$ cat src/rtl/salct_pkg.sv
// Shared types and constants for the set-associative LRU cache tracker.
// No dependencies; used by salct_way_unit and set_assoc_lru_cache_tracker.
`timescale 1ns / 1ps
`default_nettype none

package salct_pkg;

  localparam int unsigned MAX_SET_BITS_DEF = 8;
  localparam int unsigned MAX_WAYS_DEF     = 8;

  localparam int unsigned ADDR_W  = 64;
  localparam int unsigned TAG_W   = 64;
  localparam int unsigned STAMP_W = 32;
  localparam int unsigned CNT_W   = 32;
  localparam int unsigned CFG_W   = 6;
  localparam int unsigned CFG_IDX_W = 2;

  // Register indexes on the write port
  localparam logic [CFG_IDX_W-1:0] REG_SET_BITS    = 2'd0;
  localparam logic [CFG_IDX_W-1:0] REG_WAYS_IN_USE = 2'd1;
  localparam logic [CFG_IDX_W-1:0] REG_BLOCK_BITS  = 2'd2;

  localparam logic [3:0] SET_BITS_RST    = 4'd4;
  localparam logic [3:0] WAYS_IN_USE_RST = 4'd1;
  localparam logic [5:0] BLOCK_BITS_RST  = 6'd4;

  typedef enum logic [1:0] {
    OUT_HIT   = 2'd0,
    OUT_FILL  = 2'd1,
    OUT_EVICT = 2'd2
  } outcome_e;

  typedef struct packed {
    logic               valid;
    logic [TAG_W-1:0]   tag;
    logic [STAMP_W-1:0] stamp;
  } line_t;

  typedef struct packed {
    logic hit;
    logic take_empty;
    logic take_lru;
  } way_eval_t;

endpackage

`default_nettype wire

$ cat src/rtl/salct_way_unit.sv
// Shared per-way evaluation: tag match, first empty way and LRU candidate.
// Depends on salct_pkg.
`timescale 1ns / 1ps
`default_nettype none

module salct_way_unit (
  input  var salct_pkg::line_t                     line_i,
  input  var logic [salct_pkg::TAG_W-1:0]          tag_i,
  input  var logic                                 have_empty_i,
  input  var logic                                 have_lru_i,
  input  var logic [salct_pkg::STAMP_W-1:0]        lru_stamp_i,
  output salct_pkg::way_eval_t                     eval_o
);

  logic tag_eq;

  assign tag_eq = (line_i.tag == tag_i);

  always_comb begin
    eval_o.hit        = line_i.valid && tag_eq;
    eval_o.take_empty = !line_i.valid && !have_empty_i;
    // strict less: the lower way keeps ties
    eval_o.take_lru   = line_i.valid && !tag_eq &&
                        (!have_lru_i || (line_i.stamp < lru_stamp_i));
  end

endmodule

`default_nettype wire

$ cat config.mk
export PLATFORM = sky130hd
export DESIGN_NAME = salct_way_unit
export DESIGN_NICKNAME = d
export VERILOG_FILES = /design/src/rtl/salct_pkg.sv /design/src/rtl/salct_way_unit.sv
export SDC_FILE = /design/constraint.sdc
export NUM_CORES = 1
export LEC_CHECK = 0
export BUFFER_PORTS_ARGS = -buffer_cell sky130_fd_sc_hd__buf_4
export CAP_MARGIN = 30
export CORE_AREA = 2 2 76 78
export DETAILED_ROUTE_END_ITERATION = 8
export DIE_AREA = 0 0 78 80
export GPL_TIMING_DRIVEN = 0
export PLACE_DENSITY = 0.73
export SETUP_SLACK_MARGIN = 0.5
export SYNTH_ARGS = -nofsm -noshare
export SYNTH_HDL_FRONTEND = slang
export SYNTH_SLANG_ARGS = --single-unit
$ cat constraint.sdc
create_clock -name vclk -period 5.35
set_input_delay 1.07 -clock vclk [all_inputs]
set_output_delay 1.07 -clock vclk [all_outputs]
set_load 0.005 [all_outputs]
==> results of run 1 <==
## area by class of cell
class,count,area (um^2),area share [%]
inverter,33,124,4.02
multi-input combinational,166,1380,44.8
tap,72,90.1,2.92
timing repair buffer,198,1490,48.2
## how the worst min path moves through the flow
stage                            start        end  slack (ns)
after floorplan           have_empty_i  eval_o[1]        2.17
after global placement    have_empty_i  eval_o[1]        2.37
after detailed placement  have_empty_i  eval_o[1]        2.36
after CTS                 have_empty_i  eval_o[1]        2.37
after global routing      have_empty_i  eval_o[1]        2.37
final                     have_empty_i  eval_o[1]        2.37
## where the power goes
part	internal (W)	switching [W]
clock	0	0
sequential	0	0
combinational	0.000135	0.0000714
## critical path, cell delays in order
cell	delay [ns]
buf_4	0.11
ha_1	0.30
nand4_1	0.15
nor4_1	0.40
a311oi_2	0.17
a211oi_1	0.23
nor3_1	0.08
buf_4	0.15
## stage by stage
| step | cell area (um^2) | setup WS, ns | util (%) |
|---|---|---|---|
| finish | 3080 | 1.62 | 57.0 |
| detailed placement | 3080 | 1.58 | 57.0 |
| floorplan | 1510 | 2.02 | - |
| global placement | 3080 | 1.59 | 57.0 |
| CTS | 3080 | 1.57 | 57.0 |
| global route | 3080 | 1.40 | 57.0 |
## synth_stat cells
cell and number:
a2111o_1 1, a211oi_1 1, a21boi_0 1, a21oi_1 11, a221oi_1 2, a22oi_1 1, a311oi_2 1, and2_1 1
and4_1 3, ha_1 31, inv_1 33, nand2_1 9, nand2b_1 1, nand2b_4 1, nand3_1 4, nand4_1 6
nor2_1 3, nor3_1 1, nor4_1 17, nor4_2 1, o21ai_0 5, o221ai_1 1, xor2_1 64
## kinds of logic (layout without fill, tap and decap cells)
group / after synthesis / count (layout)
AOI/OAI and AO/OA: 24 / 24
and+or+nand+nor: 47 / 47
adders and majority gates: 31 / 31
buffers and inverters: 33 / 231
xor gates and xnor gates: 64 / 64
## routing by layer
layer  global-route usage [%]  vias to the layer above  part of all wire [%]
met3                     5.77                       10                    11
met1                     20.5                      875                    37
li1                         -                     1086                     -
met4                     3.51                        0                   2.1
met5                        0                        -                     0
met2                     34.7                      102                    49
==> results.yml, run 1 <==
clock_network:
  post-cts-setup-buffers: 0
  cts-resized-gates: 0
  cts_hold_buf: 0
detailed_routing:
  wirelength_mm: 6.00
  antenna_left: 0
  via_count: 2073
  drc: 0
  drtIter0Drc: 19
  viasPerCell: 4.42
  routedWlPerCell_um: 12.8
  drtPass1Iterations: 2
floorplanning:
  initial_utilization_pct: 27.9
  rows: 27
  coreArea_um2: 5410
  io_pins: 198
  die_area_um2: 6240
  chipHeight_um: 80
  die_width_um: 78
synth:
  synth_adder_area_share_pct: 25.7
  syn-num-nets: 425
  synth_warnings: 0
  synth.avg_cell_area_um2: 7.57
  ys_seq_area_share_pct: 0
  synth_top_family_by_area: "XOR/XNOR gates"
  synth_area_um2: 1510
  ys_types: 23
  synthTopCellsByArea: "xor2_1, ha_1, inv_1, nor4_1, a21oi_1"
  synthCells: 199
  synth.top_cell.area_share_pct: 37.2
  yosysTopAreaCell: "xor2_1"
  synth-simple-area-share_pct: 18.5
  synth_xor_area_share_pct: 37.2
  synth_compound_area_share_pct: 10.3
  synthMuxAreaShare_pct: 0
finish:
  diodes: 0
  final_common_cell: "buf_4"
  drive_gt1_share_pct: 50.6
  area_growth_pct: 105
  stdcell_count: 469
  fillers: 531
  clock_buffers: 0
  seqCellArea_um2: 0
  seq_cells: 0
  final_nets: 625
  final_cell_mix: "buf_4, xor2_1, inv_1, ha_1, nor4_1"
worst_setup_path:
  critical_path_class: "input port to output pin"
  crit_path_end: "eval_o[0]"
  startpoint: "line_i[14]"
  critPathMaxFanout: 3
  worstSetupEndpointType: "output pin"
  critPathLaunchType: "input port"
  worst_ep_required_time_ns: 4.28
  cp.arrival_ns: 2.66
timing:
  maxSlewViolCount: 0
  setup_tns_ns: 0
  min_period_ns: 3.73
  finalCritPeriodShare_pct: 69.8
  rsz0062_at_grt: "false"
  hold_ws_ns: 2.37
  relSlewSlack_pct: 66.3
  finalHoldViolations: 0
  setup_viol_count_final: 0
  fmax_mhz: 268
  worst_pin_slew_ns: 0.501
hold_path:
  hold_class: "input port to output pin"
  worstHoldPathCells: 3
power_and_ir_drop:
  ir_worst_vdd_mv: 0.0394
  total_power_w: 0.000207
  leakagePower_nw: 1.75
  powerDensity_nw_per_um2: 67.0
placement:
  io_buffer_count: 198
  dp.cells: 469
  gp_congestion: 0.820
  dp.final_hpwl_mm: 5.65
global_route:
  grt_pass1_wl_mm: 9.47
  grt_start_max_net_pins: 4
  grt_pass1_vias: 2104
  grt-ovfl-total: 0
  antenna_found_initial: 0
  grt_usage_pct: 18.5
outcome:
  status: "completed"
job:
  drv_cap: 0
Note: power is estimated with default switching activity, not from simulation.
==> run 2: changes to the inputs <==
==> constraint.sdc (replaced) <==
create_clock -name vclk -period 3.7
set_input_delay 0.74 -clock vclk [all_inputs]
set_output_delay 0.74 -clock vclk [all_outputs]
set_load 0.005 [all_outputs]
==> run 2 against run 1 <==
Effect of this change: combinational power up 44%; non-clock buffer count unchanged; critical endpoint is now eval_o[2]; worst setup slack worse by 0.98 ns; highest routed layer unchanged.
==> results.yml, run 2 (synthesis gave the netlist of run 1 again) <==
hold_path:
  worstHoldPathCells: 3
  hold_end: "eval_o[1]"
  hp-start: "have_empty_i"
  hold_class: "input port to output pin"
floorplanning:
  die_width_um: 78
  io_pins: 198
  chipHeight_um: 80
  initial_utilization_pct: 27.9
  coreArea_um2: 5410
  die_area_um2: 6240
  rows: 27
power_and_ir_drop:
  power_frac_clock_pct: 0
  total_power_w: 0.000299
  ir_worst_vdd_mv: 0.0570
  comb_power_share_pct: 100.0
  p_sw_share_pct: 34.6
  p_int_w: 0.000196
  power_frac_seq_pct: 0
  power.switching_w: 0.000104
  powerDensity_nw_per_um2: 96.9
  leakagePower_nw: 1.75
detailed_routing:
  viasPerCell: 4.43
  drc: 0
  via_count: 2077
  wirelength_mm: 6.00
  drtPass1Iterations: 2
  drtIter0Drc: 19
  routedWlPerCell_um: 12.8
  antenna_left: 0
job:
  drv_cap: 0
timing:
  worst_pin_slew_ns: 0.501
  setup_tns_ns: 0
  fmax_mhz: 327
  hold_ws_ns: 1.71
  maxSlewViolCount: 0
  rsz0062_at_grt: "false"
  finalHoldViolations: 0
  finalCritPeriodShare_pct: 82.6
  relSlewSlack_pct: 66.3
  setup_viol_count_final: 0
  min_period_ns: 3.06
global_route:
  grt_start_max_net_pins: 4
  grt_usage_pct: 18.5
  grt_pass1_wl_mm: 9.47
  antenna_found_initial: 0
  grt_pass1_vias: 2104
  grt-ovfl-total: 0
worst_setup_path:
  critPathLaunchType: "input port"
  worstSetupEndpointType: "output pin"
  critPathMaxFanout: 2
  critical_path_class: "input port to output pin"
  worst_ep_required_time_ns: 2.96
  cp.arrival_ns: 2.32
finish:
  seqCellArea_um2: 0
  final_area_um2: 3090
  area_growth_pct: 105
  final_nets: 625
  diodes: 0
  fin_util_pct: 57.2
  final_cell_mix: "buf_4, xor2_1, inv_1, ha_1, nor4_1"
  drive_gt1_share_pct: 50.9
  final_common_cell: "buf_4"
  fillers: 528
  seq_cells: 0
  clock_buffers: 0
placement:
  gp_congestion: 0.820
  post_dp_cell_area_um2: 3080
  io_buffer_count: 198
  dp.final_hpwl_mm: 5.65
clock_network:
  post-cts-setup-buffers: 0
outcome:
  status: "completed"
-- run 2: cell types whose count changed in the layout (fill, tap and decap cells not counted) --
cell	change
nor4_1	-1
nor4_2	+1
-- run 2: timing repair --
action	4_1_cts	5_1_grt
setup endpoints to repair	0	1
hold buffers	0	0
resized for setup	0	1
-- run 2: power groups by stage --
stage | logic [W] | registers, W | clock network [W]
final | 0.000299 | 0 | 0
after global routing | 0.000335 | 0 | 0
after floorplan | 0.000107 | 0 | 0
after CTS | 0.000302 | 0 | 0
after detailed placement | 0.000300 | 0 | 0
after global placement | 0.000294 | 0 | 0
-- run 2: layout make-up --
| type | instances | area, um^2 | area share [%] |
|---|---|---|---|
| multi-input combinational | 166 | 1390 | 45.0 |
| tap | 72 | 90.1 | 2.92 |
| inverter | 33 | 124 | 4.01 |
| timing repair buffer | 198 | 1490 | 48.1 |
-- run 2: through the flow --
step / std cells / setup WS, ns
final: 469 / 0.642
after global routing: 469 / 0.533
after CTS: 469 / 0.582
after detailed placement: 469 / 0.589
after global placement: 469 / 0.602
after floorplan: 199 / 1.03
-- run 2: per-layer routing --
layer  track usage, %  up-vias  wire length, um
met3             5.77       10              676
met1             20.5      878             2240
met2             34.7      102             2960
met5                0        -                0
li1                 -     1087                -
met4             3.51        0              125
-- run 2: worst max-delay path: stages --
cell and delay [ns]:
buf_4 0.11, xor2_1 0.15, nor4_1 0.48, nand4_1 0.18, nor4_2 0.36, and2_1 0.18
buf_4 0.11
-- run 2: worst max-delay path by stage --
stage / startpoint / end / slack (ns) / cells after the start
2_1_floorplan: lru_stamp_i[14] / eval_o[0] / 1.03 / 7
3_3_place_gp: line_i[14] / eval_o[0] / 0.60 / 8
3_5_place_dp: line_i[14] / eval_o[0] / 0.59 / 8
4_1_cts: line_i[14] / eval_o[0] / 0.58 / 8
5_1_grt: tag_i[22] / eval_o[2] / 0.53 / 7
6_report: tag_i[29] / eval_o[2] / 0.64 / 7
==> run 3: changes to the inputs <==
--- a/config.mk
+++ b/config.mk
@@ -5,11 +5,11 @@
 export SDC_FILE = /design/constraint.sdc
 export NUM_CORES = 1
 export LEC_CHECK = 0
+export ABC_AREA = 1
 export BUFFER_PORTS_ARGS = -buffer_cell sky130_fd_sc_hd__buf_4
 export CAP_MARGIN = 30
-export CORE_AREA = 2 2 76 78
+export CORE_UTILIZATION = 30
 export DETAILED_ROUTE_END_ITERATION = 8
-export DIE_AREA = 0 0 78 80
 export GPL_TIMING_DRIVEN = 0
 export PLACE_DENSITY = 0.73
 export SETUP_SLACK_MARGIN = 0.5
==> constraint.sdc (replaced) <==
create_clock -name vclk -period 3.1
set_input_delay 0.62 -clock vclk [all_inputs]
set_output_delay 0.62 -clock vclk [all_outputs]
set_load 0.005 [all_outputs]
==> run 3 against run 2 <==
Effect of this change: global-route usage fell by 1.3 points; non-clock buffer count did not move; critical path depth rose by 6; power rose by 36%; hold slack got worse by 0.24 ns; critical path type unchanged; largest power group unchanged.
==> results.yml, run 3 <==
detailed_routing:
  drtPass1Iterations: 4
  drtIter0Drc: 19
  drc: 0
  antenna_left: 0
  via_count: 2468
  viasPerCell: 4.22
  wirelength_mm: 5.92
  routedWlPerCell_um: 10.1
worst_setup_path:
  worstSetupEndpointType: "output pin"
  critPathLaunchType: "input port"
  critPathMaxFanout: 2
  critPathBufInv: 3
  critical_path_class: "input port to output pin"
  worst_ep_required_time_ns: 2.48
  cp_slowest_cell: "ha_4"
  crit_chain: "buf_6 -> inv_4 -> ha_4 -> a21oi_2 -> nor2_1 -> nor3_1 -> nand2_1 -> nand2_1 -> nand2_1 -> nand2_1 -> nand2_2 -> a21oi_2 -> buf_4"
  crit_top_cell: "nand2_1"
  cp.arrival_ns: 1.87
  crit_family: "simple AND/OR/NAND/NOR gates"
  cpPeakStageDelay_ns: 0.20
clock_network:
  cts_hold_buf: 0
  post-cts-setup-buffers: 0
  cts-resized-gates: 0
finish:
  diodes: 0
  final_nets: 741
  clock_buffers: 0
  area_growth_pct: 96.6
  fin_util_pct: 61.8
  drive_gt1_share_pct: 42.7
  final_cell_mix: "buf_4, nand2_1, inv_1, nor2_1, xor2_1"
  stdcell_count: 585
  seqCellArea_um2: 0
  final_common_cell: "buf_4"
  seq_cells: 0
  final_area_um2: 3440
synth:
  ys_types: 15
  synth_area_um2: 1750
  ys_seq_area_share_pct: 0
  synth.avg_cell_area_um2: 5.56
  syn-num-nets: 541
  yosysTopAreaCell: "xor2_1"
  synth.top_cell.area_share_pct: 25.0
  synthTopCellsByArea: "xor2_1, ha_1, nand2_1, inv_1, nor2_1"
  synth_warnings: 0
  synth_most_common_cell: "nand2_1"
  synthCells: 315
  synthTopCellsByCount: "nand2_1, inv_1, nor2_1"
timing:
  finalCritPeriodShare_pct: 80.5
  finalHoldViolations: 0
  rsz0062_at_grt: "true"
  fmax_mhz: 401
  min_period_ns: 2.49
  maxSlewViolCount: 0
  worst_pin_slew_ns: 0.204
  relSlewSlack_pct: 86.3
  setup_viol_count_final: 0
  setup_tns_ns: 0
job:
  drv_cap: 0
floorplanning:
  initial_utilization_pct: 31.4
  die_width_um: 78.4
  coreArea_um2: 5570
  io_pins: 198
  die_area_um2: 6150
  chipHeight_um: 78.4
  rows: 27
global_route:
  grt_pass1_vias: 2318
  grt-ovfl-total: 0
  grt_pass1_wl_mm: 8.81
  grt_start_max_net_pins: 4
  grt_usage_pct: 17.2
  antenna_found_initial: 0
power_and_ir_drop:
  ir_worst_vdd_mv: 0.0718
  powerDensity_nw_per_um2: 118
  leakagePower_nw: 2.08
placement:
  dp.final_hpwl_mm: 5.49
  post_dp_cell_area_um2: 3330
  gp_congestion: 0.776
  dp.cells: 585
  io_buffer_count: 198
hold_path:
  hold_class: "input port to output pin"
outcome:
  status: "completed"
-- run 3: cell types whose count changed after synthesis, moves of 2 or more --
cell      change
o21ai_1       +2
and4_1        -3
o21ai_0       -3
xor2_1       -14
nand2_1      +73
nor4_1       -17
a221oi_1      -2
nand3_1       -2
a21oi_1       +5
nand4_1       -5
inv_1        +30
nor2_1       +57
-- run 3: area by class of cell --
type,count,area [um^2]
fill,536,2130
inverter,64,245
multi-input combinational,251,1620
tap,72,90.1
timing repair buffer,198,1490
-- run 3: logic make-up (layout without fill, tap and decap cells) --
| logic type | after synthesis | after routing | synth area share [%] |
|---|---|---|---|
| AND/OR/NAND/NOR | 148 | 148 | 32.5 |
| buffers and inverters | 64 | 262 | 13.7 |
| XOR/XNOR | 50 | 50 | 25.0 |
| adder cells (fa/ha/maj) | 31 | 31 | 22.1 |
| AO/OA/AOI/OAI | 22 | 22 | 6.64 |
-- run 3: through the flow --
stage	worst slack [ns]	hold slack, ns	total power [W]
6_report	0.605	1.46	0.000407
3_5_place_dp	0.560	1.47	0.000387
2_1_floorplan	0.909	1.27	0.000155
3_3_place_gp	0.534	1.47	0.000378
4_1_cts	0.550	1.47	0.000388
5_1_grt	0.486	1.47	0.000461
-- run 3: where the power goes --
part | switching, W | total [W] | internal (W)
sequential | 0 | 0 | 0
clock | 0 | 0 | 0
combinational | 0.000153 | 0.000407 | 0.000254
total | 0.000153 | 0.000407 | 0.000254
-- run 3: metal layers --
layer | part of all wire, % | vias to the layer above | GRT usage, %
met3 | 8.8 | 4 | 3.37
met1 | 35 | 1031 | 17.6
met5 | 0 | - | 0
li1 | - | 1337 | -
met2 | 56 | 96 | 36.4
met4 | 0.61 | 0 | 1.30
-- run 3: path summary, 6_finish.rpt --
check | cells past startpoint | slack, ns | end | from
worst min-delay path | 3 | 1.46 | eval_o[1] | have_empty_i
worst max-delay path | 13 | 0.61 | eval_o[0] | lru_stamp_i[5]
